$ cat src/rtl/pica_pkg.sv
// Shared types and constants for the point-in-cylinder-annulus unit.
// Depends on nothing; pica_front, pica_back and the top level import it.
package pica_pkg;

	// field widths
	localparam int INDEX_BITS   = 24;
	localparam int COORD_BITS   = 24;
	localparam int REG_IDX_BITS = 3;

	// derived datapath widths
	localparam int DIFF_BITS    = COORD_BITS + 1;     // centre - base, tip - base
	localparam int PROD_BITS    = 2 * DIFF_BITS;      // one coordinate product
	localparam int SUM_BITS     = PROD_BITS + 2;      // sum of three products
	localparam int RAD_BITS     = COORD_BITS - 1;     // unsigned radius
	localparam int RAD_SQ_BITS  = 2 * RAD_BITS;       // radius squared
	localparam int LHS_BITS     = 2 * SUM_BITS;       // |d|^2*|a|^2 and (d.a)^2
	localparam int LIM_BITS     = RAD_SQ_BITS + SUM_BITS; // r^2*|a|^2

	// configuration register indexes
	typedef enum logic [REG_IDX_BITS-1:0] {
		REG_BASE_X,
		REG_BASE_Y,
		REG_BASE_Z,
		REG_TIP_X,
		REG_TIP_Y,
		REG_TIP_Z,
		REG_OUTER,
		REG_INNER
	} reg_idx_t;

	// one input item
	typedef struct packed {
		logic [INDEX_BITS-1:0]        cell_index;
		logic signed [COORD_BITS-1:0] centre_x;
		logic signed [COORD_BITS-1:0] centre_y;
		logic signed [COORD_BITS-1:0] centre_z;
		logic                         action;
	} query_t;

	// one result item
	typedef struct packed {
		logic [INDEX_BITS-1:0] cell_id;
		logic                  hit;
		logic                  member_value;
	} result_t;

	// sideband that travels with each item down the pipeline
	typedef struct packed {
		logic valid;
		logic action;
		logic win;     // projection lies strictly between the end planes
	} ctl_t;

endpackage

$ cat src/rtl/pica_back.sv
// Back end of the annulus pipeline: radial distance term and final compares.
// Stages s6..s7, drives the result ports. Depends on pica_pkg.
module pica_back (
	input  logic                              clk,
	input  logic                              arst_n,
	input  pica_pkg::ctl_t                    ctl_s5,
	input  logic [pica_pkg::INDEX_BITS-1:0]   id_s5,
	input  logic [pica_pkg::LHS_BITS-1:0]     ddaa,
	input  logic [pica_pkg::LHS_BITS-3:0]     dotdot,
	input  logic [pica_pkg::LIM_BITS-1:0]     olim,
	input  logic [pica_pkg::LIM_BITS-1:0]     ilim,
	output logic                              done,
	output pica_pkg::result_t                 result
);
	import pica_pkg::*;

	ctl_t                  ctl_s6;
	logic [INDEX_BITS-1:0] id_s6;
	logic [LHS_BITS-1:0]   lhs_s6;
	logic [LIM_BITS-1:0]   olim_s6, ilim_s6;
	logic                  done_s7;
	result_t               result_s7;
	logic                  hit;

	// control chain
	always_ff @(posedge clk or negedge arst_n) begin
		if (!arst_n) begin
			ctl_s6  <= '0;
			done_s7 <= 1'b0;
		end else begin
			ctl_s6  <= ctl_s5;
			done_s7 <= ctl_s6.valid;
		end
	end

	// s6: squared distance from the axis, scaled by |a|^2 (never negative)
	always_ff @(posedge clk) begin
		id_s6   <= id_s5;
		lhs_s6  <= ddaa - LHS_BITS'(dotdot);
		olim_s6 <= olim;
		ilim_s6 <= ilim;
	end

	// strictly inside the outer radius, strictly outside the inner radius and between the end planes
	assign hit = ctl_s6.win
		&& (lhs_s6 < LHS_BITS'(olim_s6))
		&& (lhs_s6 > LHS_BITS'(ilim_s6));

	// s7: result register
	always_ff @(posedge clk) begin
		result_s7.cell_id      <= id_s6;
		result_s7.hit          <= hit;
		result_s7.member_value <= hit & ~ctl_s6.action;
	end

	assign done   = done_s7;
	assign result = result_s7;

endmodule

$ cat config.mk
export PLATFORM = sky130hd
export DESIGN_NAME = pica_back
export DESIGN_NICKNAME = d
export VERILOG_FILES = /design/src/rtl/pica_pkg.sv /design/src/rtl/pica_back.sv
export SDC_FILE = /design/constraint.sdc
export NUM_CORES = 1
export LEC_CHECK = 0
export BUFFER_PORTS_ARGS = -buffer_cell sky130_fd_sc_hd__buf_2
export CORE_MARGIN = 8
export CORE_UTILIZATION = 43
export CTS_CLUSTER_DIAMETER = 60
export DETAILED_ROUTE_END_ITERATION = 6
export GPL_TIMING_DRIVEN = 0
export HOLD_SLACK_MARGIN = 0.08
export PLACE_DENSITY = 0.67
export SYNTH_ARGS = -nofsm -noshare
export SYNTH_HDL_FRONTEND = slang
export SYNTH_SLANG_ARGS = --single-unit
$ cat constraint.sdc
create_clock -name clk -period 5.3 [get_ports clk]
set_clock_uncertainty 0.15 [all_clocks]
set_input_delay 0.53 -clock clk [delete_from_list [all_inputs] [get_ports clk]]
set_output_delay 0.53 -clock clk [all_outputs]
set_load 0.03 [all_outputs]
Yosys cells after proc, flatten, opt, wreduce, memory -nomap -nowiden
Index checks and enable logic that the tools add are counted.
W data, S select, Z words.
{ "word_totals": {"register_bits": 354, "out_inout_bits": 27} }
{ "op_classes": {"add_sub_neg": 1, "order_cmp": 2, "bitwise": 2, "reduce_logical": 2} }
{ "ops": {"columns": ["op", "n"], "rows": [
  ["$gt A104 B98 Y1", 1],
  ["$lt A104 B98 Y1", 1],
  ["$sub A104 B102 Y104", 1],
  ["$logic_and A1 B1 Y1", 2],
  ["$and A1 B1 Y1", 1],
  ["$not A1 Y1", 1]
]} }

Depth between registers and ports, before layout
{ "depth": {"word_depth": 4, "ltp_mapped": 13, "mapped_depth_nobuf": 13} }

Worst setup path before layout
No wires, ideal clock.
{ "synth_path": {"path_type": "input port to flip-flop", "from": "input port ddaa[0] (netlist name)", "to": "register lhs_s6[100]", "setup_time_ps": 122, "arrival_time_ps": 2968, "required_time_ps": 5028, "setup_slack_ps": 2060, "path_stages": 12, "n_path_buf": 0, "path_cell_list": "inv_1 > ha_1 > fa_1 > nand2b_1 > a2111oi_4 > o211ai_1 > a21boi_1 > o21ai_1 > a21oi_1 > o31a_1 > a21oi_1 > o311a_1"} }
{ "synth_via": {"elab_chain_len": 1} }
{ "synth_rtl": {"columns": ["item", "line_no", "text"], "rows": [
  ["start, declared", "pica_back.sv:8", "input logic [pica_pkg::LHS_BITS-1:0] ddaa,"],
  ["$sub A104 B102 Y104", "pica_back.sv:39", "lhs_s6 <= ddaa - LHS_BITS'(dotdot);"],
  ["end signal, assigned", "pica_back.sv:39", null],
  ["end, declared", "pica_back.sv:19", "logic [LHS_BITS-1:0] lhs_s6;"]
]} }
Every way passes these cells.

Worst setup path in the final report
{ "layout_path": {"from": "input port dotdot[0] (netlist name)", "to": "register lhs_s6[100]"} }
{ "layout_via": {"elab_chain_len": 1} }
{ "layout_rtl": {"columns": ["item", "line_no", "text"], "rows": [
  ["start, declared", "pica_back.sv:9", "input logic [pica_pkg::LHS_BITS-3:0] dotdot,"],
  ["$sub A104 B102 Y104", "pica_back.sv:39", null]
]} }
Every way passes these cells.

==> out/results.ini <==
[yosys]
yosysWarnings = 0
netlist_top_cells_area = dfxtp_1, ha_1, inv_1
synth_top_area_cell = dfxtp_1
synth_top_area_frac = 0.370
yosysMostFrequentCell = dfxtp_1
ys.flop_type = dfxtp_1
synth_cell_type_count = 71
syn_inst = 2117
ys_seq_area_frac = 0.375
syn_area_um2 = 19000
ys_ff_latch = 354
avgSynthCellArea_um2 = 8.95
netlist_top_cells_count = dfxtp_1, inv_1, ha_1, a21oi_1, a21o_1
async_flop_share = 0.0113
syn-num-nets = 2846
synth-edff-count = 0

[clock_tree]
path_clk_slew_ns = 0.06
root_buffer = clkbuf_16
cts_buffers = 45
clkLatencyLatePin_ns = 0.58
cts_htree_levels = 2
clock_path_buffers = 3
cts_tree = yes
clock-sinks = 354

[worst_setup_path]
crit_path_max_fanout = 4
critPathLaunchType = input port
crit_path_top_delay_cell = dlygate4sd3_1
slowest_delay_ns = 0.54
timing_worst_setup_path_type = input port to register
path_common_cell = a21oi_1
required_ns = 5.60
end_kind = register
cp.arrival_ns = 4.55
critical_path.cell_chain = dlygate4sd3_1 > buf_2 > ha_1 > fa_1 > nand2b_1 > a2111oi_4 > o211ai_1 > a21boi_1 > o21ai_1 > a21oi_1 > o31a_1 > a21oi_1 > o311a_1

[sta]
setup_tns_ns = 0
period_share = 0.801
relSlewSlack = 0.258
clock.fmax_mhz = 236
rsz0062_at_grt = false
finalHoldViolations = 0
setup_viol = 0
period_minus_slack_ns = 4.25
drv_slew = 0
worst_slew_pin_slew_ns = 1.10
worst_hold_slack_ns = 0.149
setup_slack_ns = 1.05

[placement]
pre_cts_ws_ns = 1.05
post-dp-hpwl_um = 52300
gp_congestion = 0.923
port_buffers = 457

[global_routing]
antenna_found_initial = 16
grt_pass1_wl_um = 102000
grt_pass1_vias = 19200
grt-ovfl-total = 0
grt_max_degree = 14
grtUsageTotal = 0.251

[die]
dieHeight_um = 226
rows = 77
die_x_um = 226
core-area_um2 = 43800
start_util = 0.432
ios = 458
dieArea_um2 = 51000

[drt]
wl_per_cell_um = 18.8
antenna_left = 0
drc_errors = 0
dr.pass1.iters = 6
routed_via_density = 5.19
drt-initial-drc-count = 1057
dr_total_vias = 18100
wl_um = 65600

[layout]
layout-drive-gt1-share = 0.201
fillers = 3711
final_nets = 3576
syn_to_final_growth_pct = 36.3

[pwr]
leakage_nw = 13.2
ir_drop_mv = 0.238
powerDensity_nw_per_um2 = 327
total_power_mw = 8.44

[status]
status = finished, final reports clean

[job]
maxCapViolations = 0

[hold_path]
hp-class = input port to async pin

metal layers:
layer  GRT usage  part of all wire  up-vias
met5           0           0.00030        -
met4       0.122             0.048        4
met3      0.0488             0.062      195
met2       0.422              0.47      659
met1       0.306              0.42     8375
li1            -                 -     8872
state kept, by name, indices dropped and copies added (netlist names):
name and flops:
ilim_s6 98, ctl_s6 3, id_s6 24, done 1, olim_s6 98, result 26, lhs_s6 104
logic make-up after synthesis:
group	synth area share
DFF	0.375
buffers and inverters	0.0728
AOI/OAI and AO/OA	0.193
xor gates and xnor gates	0.0453
and+or+nand+nor	0.117
adders and majority gates	0.197
repair_timing:
| action | CTS | global route |
|---|---|---|
| hold buffers | 226 | 0 |
| gates resized for setup | 0 | 0 |
| buffers inserted | 0 | 0 |
| endpoints found under the hold margin | 229 | 0 |
layout make-up:
| cell class | instances | area (um2) | area share |
|---|---|---|---|
| Clock inverter | 24 | 299 | 0.0116 |
| Timing Repair Buffer | 683 | 4550 | 0.176 |
| Inverter | 316 | 1190 | 0.0459 |
| Multi-Input combinational cell | 1400 | 10500 | 0.405 |
| Tap cell | 592 | 741 | 0.0287 |
| Antenna cell | 18 | 45.0 | 0.00174 |
| Clock buffer | 57 | 1240 | 0.0482 |
| Buffer | 47 | 194 | 0.00751 |
| Sequential cell | 354 | 7110 | 0.275 |
through the flow:
stage,std cells,cell area (um2),util
2_1_floorplan,2117,19000,-
4_1_cts,3473,25800,0.588
5_1_grt,3488,25800,0.589
6_report,3491,25800,0.589
3_3_place_gp,3166,22000,0.501
3_5_place_dp,3166,22000,0.501
worst max-delay path, delay by kind of cell:
| kind | cells | cell delay [ns] |
|---|---|---|
| compound gates | 8 | 2.50 |
| fa+ha+maj | 2 | 0.61 |
| buf+inv | 2 | 0.67 |
| simple gates | 1 | 0.23 |
cell usage in the layout (no fill, tap or decap), drive strengths merged, types with 106 or more instances in the layout:
| master | count |
|---|---|
| a21o | 119 |
| nor2 | 107 |
| a21oi | 187 |
| nand2 | 115 |
| dlygate4sd3 | 226 |
| buf | 471 |
| ha | 297 |
| dfxtp | 350 |
| o21ai | 106 |
| inv | 325 |
final timing paths:
kind                       slack (ns)                   to                 from  cells after the start
max reg2reg                      1.94    result[0]$_DFF_P_  olim_s6[54]$_DFF_P_                     10
max in group asynchronous        4.74  ctl_s6[2]$_DFF_PN0_               arst_n                      2
min                              0.15  ctl_s6[1]$_DFF_PN0_               arst_n                      2
min reg2reg                      0.18   result[15]$_DFF_P_    id_s6[13]$_DFF_P_                      0
min in group clk                 0.16    lhs_s6[1]$_DFF_P_            dotdot[1]                      3
max                              1.05  lhs_s6[100]$_DFF_P_            dotdot[0]                     13
report_power, final:
| part | switching (mW) | internal, mW | total (mW) |
|---|---|---|---|
| sequential | 0.179 | 2.95 | 3.13 |
| combinational | 1.17 | 0.987 | 2.15 |
| clock | 1.23 | 1.93 | 3.16 |
| total | 2.57 | 5.87 | 8.44 |
No activity file was read; power rests on OpenSTA's default activity.
